File: src/hw/rtl/assert_macros.svh
// Assertion macros shared by the RTL files of the LZSS stream decoder.
`ifndef ASSERT_MACROS_SVH
`define ASSERT_MACROS_SVH

`ifndef SYNTHESIS

`define ASSERT_PROP(lbl, clk, rstn, prop, msg) \
  lbl: assert property (@(posedge clk) disable iff (!rstn) prop) else $error(msg);

`define ASSERT_NEVER(lbl, clk, rstn, cond, msg) \
  lbl: assert property (@(posedge clk) disable iff (!rstn) !(cond)) else $error(msg);

`else

`define ASSERT_PROP(lbl, clk, rstn, prop, msg)

`define ASSERT_NEVER(lbl, clk, rstn, cond, msg)

`endif

`endif

File: src/hw/rtl/lzsd_pkg.sv
// Shared constants and controller/datapath handoff types of the LZSS stream decoder.
package lzsd_pkg;

  localparam int POSITION_BITS_DEF = 11;
  localparam int LENGTH_BITS_DEF   = 5;
  localparam int BYTE_W            = 8;
  localparam int LIT_BITS          = 8;
  localparam int SHIFT_CNT_W       = $clog2(BYTE_W);
  localparam logic [BYTE_W-1:0] SPACE_CHAR = 8'h20;

  // Commands from the controller to the datapath.
  typedef struct packed {
    logic accept;    // latch a new input item
    logic shift;     // consume one stream bit
    logic init;      // return window pointer and token state to reset values
    logic clr_wr;    // write one space into the window during the clearing pass
    logic lit_out;   // emit the gathered literal
    logic cp_rd;     // read the next copy source byte
    logic cp_out;    // emit the copy byte just read
    logic mark_out;  // emit the bare end marker
  } dp_cmd_t;

  // Status from the datapath to the controller.
  typedef struct packed {
    logic shift_last;  // the bit being consumed is the last of the item
    logic tok_done;    // a token completed within the current item
    logic tok_lit;     // the completed token is a literal
    logic last;        // the current item ends the stream
    logic out_free;    // the result register can take a new item
    logic copy_final;  // the copy byte in flight is the last of its run
    logic clr_done;    // the clearing pass writes its final entry
  } dp_status_t;

endpackage

File: src/hw/rtl/lzsd_ctrl.sv
// Controller state machine of the LZSS stream decoder.
`include "assert_macros.svh"

module lzsd_ctrl (
  input  logic                 clk,
  input  logic                 rst_n,
  input  logic                 in_valid,
  output logic                 in_ready,
  input  lzsd_pkg::dp_status_t sts,
  output lzsd_pkg::dp_cmd_t    cmd
);

  localparam logic [2:0] S_CLEAR    = 3'd0;
  localparam logic [2:0] S_IDLE     = 3'd1;
  localparam logic [2:0] S_SHIFT    = 3'd2;
  localparam logic [2:0] S_DISPATCH = 3'd3;
  localparam logic [2:0] S_LIT      = 3'd4;
  localparam logic [2:0] S_CRD      = 3'd5;
  localparam logic [2:0] S_CWR      = 3'd6;
  localparam logic [2:0] S_MARK     = 3'd7;

  logic [2:0] state_r;
  logic [2:0] state_nxt;

  always_comb begin
    state_nxt = state_r;
    cmd       = '0;
    in_ready  = 1'b0;
    case (state_r)
      S_CLEAR: begin
        cmd.clr_wr = 1'b1;
        if (sts.clr_done) begin
          state_nxt = S_IDLE;
        end
      end
      S_IDLE: begin
        in_ready = 1'b1;
        if (in_valid) begin
          cmd.accept = 1'b1;
          state_nxt  = S_SHIFT;
        end
      end
      S_SHIFT: begin
        cmd.shift = 1'b1;
        if (sts.shift_last) begin
          state_nxt = S_DISPATCH;
        end
      end
      S_DISPATCH: begin
        if (sts.tok_done) begin
          state_nxt = sts.tok_lit ? S_LIT : S_CRD;
        end else if (sts.last) begin
          state_nxt = S_MARK;
        end else begin
          state_nxt = S_IDLE;
        end
      end
      S_LIT: begin
        if (sts.out_free) begin
          cmd.lit_out = 1'b1;
          cmd.init    = sts.last;
          state_nxt   = sts.last ? S_CLEAR : S_IDLE;
        end
      end
      S_CRD: begin
        cmd.cp_rd = 1'b1;
        state_nxt = S_CWR;
      end
      S_CWR: begin
        // Write back before the next read so overlapping copies see fresh bytes.
        if (sts.out_free) begin
          cmd.cp_out = 1'b1;
          if (sts.copy_final) begin
            cmd.init  = sts.last;
            state_nxt = sts.last ? S_CLEAR : S_IDLE;
          end else begin
            state_nxt = S_CRD;
          end
        end
      end
      S_MARK: begin
        if (sts.out_free) begin
          cmd.mark_out = 1'b1;
          cmd.init     = 1'b1;
          state_nxt    = S_CLEAR;
        end
      end
      default: begin
        state_nxt = S_CLEAR;
      end
    endcase
  end

  always_ff @(posedge clk) begin
    if (!rst_n) begin
      state_r <= S_CLEAR;
    end else begin
      state_r <= state_nxt;
    end
  end

  `ASSERT_PROP(a_accept_shifts, clk, rst_n, (in_valid && in_ready) |=> (state_r == S_SHIFT), "accepted item did not start parsing")
  `ASSERT_PROP(a_dispatch_after_bits, clk, rst_n, (state_r == S_DISPATCH) |-> $past(sts.shift_last), "dispatch before all bits were parsed")
  `ASSERT_NEVER(a_no_emit_in_clear, clk, rst_n, (state_r == S_CLEAR) && (cmd.lit_out || cmd.cp_out || cmd.mark_out), "result emitted during clearing pass")

endmodule

File: config.mk
export PLATFORM = sky130hd
export DESIGN_NAME = lzsd_ctrl
export DESIGN_NICKNAME = d
export VERILOG_FILES = /design/src/hw/rtl/lzsd_pkg.sv /design/src/hw/rtl/lzsd_ctrl.sv
export VERILOG_INCLUDE_DIRS = /design/src /design/src/hw/rtl
export SDC_FILE = /design/constraint.sdc
export NUM_CORES = 1
export LEC_CHECK = 0
export BUFFER_PORTS_ARGS = -buffer_cell sky130_fd_sc_hd__clkbuf_2
export CAP_MARGIN = 30
export CORE_AREA = 3 3 40 42
export CTS_CLUSTER_DIAMETER = 120
export DETAILED_ROUTE_END_ITERATION = 7
export DIE_AREA = 0 0 43 45
export GPL_TIMING_DRIVEN = 0
export SYNTH_ARGS = -nofsm -noshare
export SYNTH_HDL_FRONTEND = slang
export SYNTH_SLANG_ARGS = --single-unit
File: constraint.sdc
create_clock -name clk -period 1.4 [get_ports clk]
set_input_delay 0.07 -clock clk [delete_from_list [all_inputs] [get_ports clk]]
set_output_delay 0.07 -clock clk [all_outputs]
set_load 0.1 [all_outputs]
==> results of run 1 <==
[synth_stat cells, drive strengths merged (2+ instances only)]
master  n  share of area
a21oi   2          0.031
and3    2          0.039
buf     3          0.075
dfxtp   3           0.19
inv     3          0.043
mux2    2          0.094
nand2   6          0.071
nand2b  3          0.083
nor2    8          0.094
nor2b   2          0.039
nor3    2          0.031
o21ai   3          0.047
[layout make-up]
class	instances	area [um2]
timing repair buffer	24	210
inverter	3	13.8
clock buffer	4	26.3
sequential	3	60.1
multi-input combinational	36	265
tap	15	18.8
fill	132	657
buffer	3	33.8
[timing repair]
item | CTS | global route
buffers inserted | 0 | 6
setup endpoints to repair | 7 | 6
endpoints found under the hold margin | 0 | 0
resized for setup | 16 | 14
pin swaps | 0 | 2
[worst max path at each step]
stage / startpoint / endpoint
after floorplan: state_r[0] / cmd[2]
after global placement: state_r[1] / cmd[5]
after detailed placement: state_r[1] / cmd[5]
after CTS: state_r[0] / cmd[5]
after global routing: state_r[0] / cmd[7]
final: state_r[0] / cmd[7]
[logic make-up (layout without fill, tap and decap cells)]
group / count (synthesis) / after routing / synth area share
AO/OA/AOI/OAI: 10 / 10 / 0.217
buffers and inverters: 6 / 34 / 0.118
AND/OR/NAND/NOR: 24 / 24 / 0.382
flip-flops: 3 / 3 / 0.189
multiplexers: 2 / 2 / 0.0945
[per-layer routing]
metal | part of all wire | track usage
met4 | 0.0040 | 0.0904
met5 | 0 | 0
met2 | 0.52 | 0.162
met1 | 0.44 | 0.133
met3 | 0.038 | 0.0398
[critical path, delay by kind of cell (launching register included)]
kind,cells,cell delay [ns]
flops,1,0.32
buf+inv,2,0.32
simple gates,2,0.40
[layout by cell type, fill, tap and decap left out, types with 3 or more instances in the layout]
cell	count
nand2_1	5
buf_6	3
dfxtp_1	3
clkbuf_2	9
clkbuf_4	5
nor2_1	4
o21ai_0	3
nor2_2	3
buf_4	7
[power groups by stage]
stage	sequential (mW)	combinational [mW]	clock (mW)
floorplan	0.107	0.409	0
global placement	0.107	0.472	0
detailed placement	0.107	0.476	0
CTS	0.107	0.511	0.158
global route	0.111	0.610	0.175
finish	0.109	0.581	0.150
[per-stage QoR]
stage,hold slack (ns),cells
2_1_floorplan,0.216,45
3_3_place_gp,0.374,78
3_5_place_dp,0.378,78
4_1_cts,0.134,82
5_1_grt,0.150,88
6_report,0.140,88
==> metrics.cfg, run 1 <==
[detailed_routing]
drt_first_pass_iters = 2
ant_nets = 0
via_count = 398
wire_per_inst_um = 11.3
drc = 0
vias_per_cell = 4.52
totalWireLength_um = 993
dr.first_iter.drc_count = 1

[placement]
dpl_cell_area_um2 = 452
place.gp.congestion = 0.698
place_ws_ns = -0.0350
dp_hpwl_um = 671
numPortBuffers = 18

[sta]
worst_pin_slew_ns = 0.482
period_needed_ns = 1.34
finalSetupViolCount = 0
hold_viol_final = 0
drv_slew = 0
period_share = 0.956
skew_ns = 0.00107
fmax_ghz = 0.747
layout_setup_ws_ns = 0.0611
slew_headroom = 0.681
tns_ns = 0

[floorplan]
io_pins = 19
fp-row-count = 13
die_w_um = 43
core_area_um2 = 1280
initial_utilization = 0.247
fp.dieH_um = 45
dieArea_um2 = 1940

[synthesis]
synth_warnings = 0
synth_edf_count = 0
synthesis.area_um2 = 318
synth_cell_types = 22
ys_ff_latch = 3
synthCells = 45
syn_nets = 55
synth-async-reset-ratio = 0
yosys_most_used_dff = dfxtp_1
avgSynthCellArea_um2 = 7.06
synth_seq_area_share = 0.189

[power_and_ir_drop]
total_power_mw = 0.840
internal_power_mw = 0.412
sequentialPowerShare = 0.130
swShare = 0.510
ir_drop_mv = 0.476
switching_power_mw = 0.429
clockPowerShare = 0.178
comb_power_share = 0.692
power_density_nw_per_um2 = 1340
leakage_nw = 0.306

[worst_hold_path]
worstHoldPathCells = 3
hold_end = state_r[1]
hp-class = in2reg
hold_start = rst_n

[setup_path]
criticalPathCategory = reg2out
start_kind = register
worst-r2r-cell-count = 5
cp.required_ns = 1.33
worstPathCellList = buf_6, nor2b_4, and3_2, buf_12
r2r-end = state_r[0]
rrSetupSlack_ns = 0.11
worst_setup_path_end_kind = output port
cp_slowest_stage_delay_ns = 0.32
slowest_stage = dfxtp_1
cp.arrival_ns = 1.27
regToRegStartpoint = state_r[2]
cp_max_fo = 8

[run]
drv_cap = 0

[layout]
reg_top3 = state_r (3)
final_area_um2 = 628
final_core_util = 0.489
top_register = state_r
syn_to_final_growth_pct = 97.6
layout.nets = 84
largest_reg_flops = 3
diodes = 0
final_layout_size_suffix_gt1_frac = 0.630

[global_route]
grt_pass1_vias = 375
antenna_found_initial = 0
grt_pass1_wl_um = 1520
grt.total_usage = 0.112
grt_max_degree = 11
overflow = 0

[cts]
root_buffer = clkbuf_4
clock_latency_ns = 0.23
cts_buffers = 3
htreeDepth = 1
cts_hold_buf = 0
cts_buffer_depth = 2
clkTransAtPathRegs_ns = 0.04
cts_sinks = 3
cts_tree = yes

[outcome]
status = complete, no violations

(Power assumes the default switching activity.)
==> run 2, diff against run 1 <==
--- a/config.mk
+++ b/config.mk
@@ -6,12 +6,13 @@
 export SDC_FILE = /design/constraint.sdc
 export NUM_CORES = 1
 export LEC_CHECK = 0
+export ABC_AREA = 1
 export BUFFER_PORTS_ARGS = -buffer_cell sky130_fd_sc_hd__clkbuf_2
 export CAP_MARGIN = 30
-export CORE_AREA = 3 3 40 42
+export CORE_AREA = 2 2 39 41
 export CTS_CLUSTER_DIAMETER = 120
 export DETAILED_ROUTE_END_ITERATION = 7
-export DIE_AREA = 0 0 43 45
+export DIE_AREA = 0 0 41 43
 export GPL_TIMING_DRIVEN = 0
 export SYNTH_ARGS = -nofsm -noshare
 export SYNTH_HDL_FRONTEND = slang
==> run 2 against run 1 <==
- worst hold slack got worse by 0.082 ns
- first-iteration DRC count increased to 15 times the previous value
- final cell count increased by 36%
- critical path depth increased by 1
- routed wire length increased by 32%
- critical path type unchanged
- largest cell class unchanged
- largest power group unchanged
==> metrics.cfg, run 2 <==
[cts]
cts_buffer_depth = 2
htreeDepth = 1
cts_sinks = 3
clkTransAtPathRegs_ns = 0.04
cts_buffers = 3
cts_tree = yes
root_buffer = clkbuf_4
clock_latency_ns = 0.24

[sta]
hold_viol_final = 0
rsz0062_at_grt = yes
slew_headroom = 0.801
skew_ns = 0.00309
finalSetupViolCount = 0
period_share = 0.991
fmax_ghz = 0.720
period_needed_ns = 1.39
tns_ns = 0
drv_slew = 0
worst_pin_slew_ns = 0.300

[detailed_routing]
ant_nets = 0
via_count = 556
dr.first_iter.drc_count = 15
totalWireLength_um = 1310
drc = 0
wire_per_inst_um = 11.0
vias_per_cell = 4.63
drt_first_pass_iters = 4

[layout]
final_common_cell = nand2_1
largest_reg_flops = 3
multi_input_area_um2 = 363
most-common-layout-cells = nand2_1, buf_4, clkbuf_2
diodes = 0
top_register = state_r
layout.nets = 115
seq_area_um2 = 65.1
final_layout_size_suffix_gt1_frac = 0.625
finalNonFillerCells = 120
reg_top3 = state_r (3)
syn_to_final_growth_pct = 102
fill_cells = 126

[synthesis]
synth-async-reset-ratio = 0
synthTopCellsByArea = dfxtp_1, nand2_1, nor2_1
ys_ff_latch = 3
ys_top_cells_by_count = nand2_1, nor2_1, inv_1
yosys_most_used_dff = dfxtp_1
yosysTopAreaCellShare = 0.144
synthCells = 71
synth_seq_area_share = 0.144
synth_warnings = 0
avgSynthCellArea_um2 = 5.89
syn_nets = 81
synthesis.area_um2 = 418
synth_edf_count = 0
yosysMostFrequentCell = nand2_1
yosys.area.top_type = dfxtp_1
synth_cell_types = 19

[worst_hold_path]
hp-class = in2reg

[setup_path]
cp.arrival_ns = 1.32
cp_slowest_stage_delay_ns = 0.30
start_kind = register
worst_setup_path_end_kind = output port
worstPathCellList = buf_6, buf_4, buf_4, nor2_2, clkbuf_16
worst-path-buf-inv = 4
cp_max_fo = 6
cpMostUsedCell = buf_4
cp.required_ns = 1.33
criticalPathCategory = reg2out
slowest_stage = dfxtp_1
cp_top_family = buffers and inverters

[placement]
dp_cells = 105
place.gp.congestion = 0.785
numPortBuffers = 18
dp_hpwl_um = 842

[power_and_ir_drop]
leakage_nw = 0.415
power_density_nw_per_um2 = 2070
ir_drop_mv = 1.33

[outcome]
status = complete, no violations

[global_route]
antenna_found_initial = 0
grt_pass1_wl_um = 2020
grt_pass1_vias = 502
grt_max_degree = 9
grt.total_usage = 0.169
overflow = 0

[floorplan]
fp.dieH_um = 43
initial_utilization = 0.302
dieArea_um2 = 1760
fp-row-count = 14
core_area_um2 = 1380
die_w_um = 41
io_pins = 19

[run]
drv_cap = 0

-- run 2: logic make-up (layout without fill, tap and decap cells) --
family / count (synthesis) / count (layout) / synth area share
and+or+nand+nor: 50 / 50 / 0.611
DFF: 3 / 3 / 0.144
buffers and inverters: 14 / 47 / 0.195
AOI/OAI and AO/OA: 4 / 4 / 0.0509
-- run 2: worst register-to-register path: stages (launching register included) --
cell and delay (ns):
dfxtp_1 0.31, buf_6 0.14, buf_4 0.13, nor2_1 0.04
nand3b_1 0.09, nand2_2 0.08, nor2_4 0.14, nand2_1 0.07
nand2_1 0.07, nor2_2 0.03
-- run 2: timing repair --
item	4_1_cts	5_1_grt
buffers inserted	2	9
hold buffers	0	0
gates resized for setup	22	14
setup endpoints to repair	9	6
pin swaps	0	2
-- run 2: final timing paths --
check,slack (ns),cells after the start,start,to
worst min register to register,0.66,3,state_r[0],state_r[2]
worst min-delay path,0.06,3,rst_n,state_r[2]
worst max register to register,0.19,9,state_r[1],state_r[0]
worst max-delay path,0.01,5,state_r[1],cmd[3]
-- run 2: stage by stage --
stage | instance area, um2 | utilization | total power [mW] | setup WS (ns) | hold slack [ns]
global route | 843 | 0.609 | 1.86 | -0.0409 | 0.0722
CTS | 727 | 0.525 | 1.55 | -0.0641 | 0.0627
floorplan | 479 | - | 1.15 | -0.243 | 0.179
detailed placement | 589 | 0.426 | 1.30 | -0.126 | 0.308
finish | 843 | 0.609 | 1.75 | 0.0120 | 0.0588
global placement | 589 | 0.426 | 1.29 | -0.116 | 0.307
-- run 2: where the power goes --
group | leakage, nW | switching, mW | total (mW) | internal, mW
Combinational | 0.374 | 0.922 | 1.43 | 0.510
Sequential | 0.0258 | 0.0312 | 0.157 | 0.126
Clock | 0.0150 | 0.0496 | 0.157 | 0.107
-- run 2: layout make-up --
class,instances,area share
multi-input combinational,54,0.430
tap,16,0.0237
buffer,3,0.0445
timing repair buffer,29,0.329
sequential,3,0.0772
clock buffer,4,0.0312
inverter,11,0.0638
-- run 2: layer usage --
metal,wire (um),global-route usage
met1,536,0.205
met2,698,0.275
met3,42,0.0157
met4,37,0.0867
met5,0,0
==> run 3, diff against run 2 <==
--- a/config.mk
+++ b/config.mk
@@ -9,11 +9,12 @@
 export ABC_AREA = 1
 export BUFFER_PORTS_ARGS = -buffer_cell sky130_fd_sc_hd__clkbuf_2
 export CAP_MARGIN = 30
-export CORE_AREA = 2 2 39 41
+export CORE_AREA = 8 8 45 47
 export CTS_CLUSTER_DIAMETER = 120
 export DETAILED_ROUTE_END_ITERATION = 7
-export DIE_AREA = 0 0 41 43
+export DIE_AREA = 0 0 53 55
 export GPL_TIMING_DRIVEN = 0
+export PLACE_DENSITY = 0.53
 export SYNTH_ARGS = -nofsm -noshare
 export SYNTH_HDL_FRONTEND = slang
 export SYNTH_SLANG_ARGS = --single-unit
==> constraint.sdc (replaced) <==
create_clock -name clk -period 1.7 [get_ports clk]
set_input_delay 0.085 -clock clk [delete_from_list [all_inputs] [get_ports clk]]
set_output_delay 0.085 -clock clk [all_outputs]
set_load 0.1 [all_outputs]
==> run 3 against run 2 <==
- first-iteration DRC count is 60% lower
- sequential power decreased by 29%
- clock skew down 0.0019 ns
- design area decreased by 31%
- via count fell by 12%
- final cell count decreased by 9.2%
- largest cell class unchanged
- largest power group unchanged
==> metrics.cfg, run 3 (same netlist as run 2, synthesis figures left out) <==
[outcome]
status = complete, no violations

[detailed_routing]
drc = 0
drt_first_pass_iters = 4
ant_nets = 0
dr.first_iter.drc_count = 6
vias_per_cell = 4.48
via_count = 488
routed.top_layer = met4
wire_per_inst_um = 10.0
wl_met3_um = 66
route.met2.wl_um = 502
totalWireLength_um = 1090
met1_length_um = 491

[global_route]
grt_max_degree = 11
grt.total_usage = 0.0857
grt_pass1_vias = 488
antenna_found_initial = 0
grt_pass1_wl_um = 1910
overflow = 0

[placement]
place.gp.congestion = 0.739
dp_hpwl_um = 882
numPortBuffers = 18

[setup_path]
worst_setup_path_end_kind = output port
r2r-end = state_r[0]
slowest_stage = clkbuf_2
rrSetupSlack_ns = 0.52
cp_slowest_stage_delay_ns = 0.45
criticalPathCategory = reg2out
cp_max_fo = 10
worst-r2r-cell-count = 8
regToRegStartpoint = state_r[2]
cp.arrival_ns = 1.50
start_kind = register
worstPathCellList = buf_6, inv_4, nor2_4, nand2_1, inv_1, clkbuf_2
cp.required_ns = 1.62

[layout]
layout.nets = 104
diodes = 0
final_layout_size_suffix_gt1_frac = 0.473
top_register = state_r
largest_reg_flops = 3
most-common-layout-cells = nand2_1, clkbuf_2, nor2_1
final_common_cell = nand2_1
syn_to_final_growth_pct = 39.5
reg_top3 = state_r (3)

[sta]
skew_ns = 0.00122
rsz0062_at_grt = no
period_share = 0.932
finalSetupViolCount = 0
hold_viol_final = 0
tns_ns = 0
slew_headroom = 0.640
period_needed_ns = 1.58
fmax_ghz = 0.631
hold_slack_ns = 0.0764
worst_pin_slew_ns = 0.542
drv_slew = 0

[cts]
clock_latency_ns = 0.23
clkTransAtPathRegs_ns = 0.04
cts_tree = yes
cts_sinks = 3
cts_setup_buffers = 0
cts_buffers = 3
htreeDepth = 1
cts_buffer_depth = 2
root_buffer = clkbuf_4

[floorplan]
fp-row-count = 14
initial_utilization = 0.302
io_pins = 19
core_area_um2 = 1380
fp.dieH_um = 55
dieArea_um2 = 2920
die_w_um = 53

[worst_hold_path]
hp-class = in2reg
worstHoldPathCells = 3
hold_start = rst_n
hold_end = state_r[2]

[power_and_ir_drop]
power_density_nw_per_um2 = 1950
ir_drop_mv = 0.671
leakage_nw = 0.319

[run]
drv_cap = 0

[run 3: worst max-delay path, delay by kind of cell, from the launching register on]
| family | cells | cell delay, ns |
|---|---|---|
| buffers and inverters | 4 | 0.73 |
| flip-flops | 1 | 0.37 |
| AND/OR/NAND/NOR | 2 | 0.16 |
[run 3: final cells by class]
type,count,area (um2)
multi-input cells,54,298
repair buffers,18,97.6
flip-flops and latches,3,60.1
well taps,16,20.0
clock buffers,4,26.3
fillers,178,801
inverters,11,51.3
plain buffers,3,30.0
[run 3: metrics by stage]
stage / setup slack [ns] / instances / instance area (um2) / total power [mW] / utilization
after floorplan: -0.349 / 71 / 439 / 0.894 / -
after global placement: 0.258 / 105 / 549 / 1.02 / 0.397
after detailed placement: 0.265 / 105 / 549 / 1.02 / 0.397
after CTS: 0.00868 / 109 / 576 / 1.15 / 0.416
after global routing: 0.0232 / 109 / 583 / 1.22 / 0.421
final: 0.116 / 109 / 583 / 1.13 / 0.421
[run 3: repair_timing]
action / CTS / global route
setup endpoints to repair: 0 / 3
hold buffers: 0 / 0
gates resized for setup: 0 / 6
[run 3: routing by layer]
layer / global-route usage / vias up
met1: 0.0970 / 206
met4: 0.0388 / 0
met3: 0.0214 / 4
met5: 0 / -
li1: - / 264
met2: 0.148 / 14
[run 3: how the worst max path moves through the flow]
stage          startpoint      to  slack (ns)  cells past startpoint
2_1_floorplan  state_r[2]  cmd[1]       -0.35                      5
3_3_place_gp   state_r[2]  cmd[5]        0.26                      6
5_1_grt        state_r[0]  cmd[2]        0.02                      6
4_1_cts        state_r[2]  cmd[5]       0.009                      6
3_5_place_dp   state_r[2]  cmd[5]        0.27                      6
6_report       state_r[0]  cmd[2]        0.12                      6
[run 3: power breakdown]
part           switching (mW)  internal (mW)
clock network          0.0377         0.0880
logic                   0.673          0.225
registers              0.0167         0.0949
total                   0.727          0.408
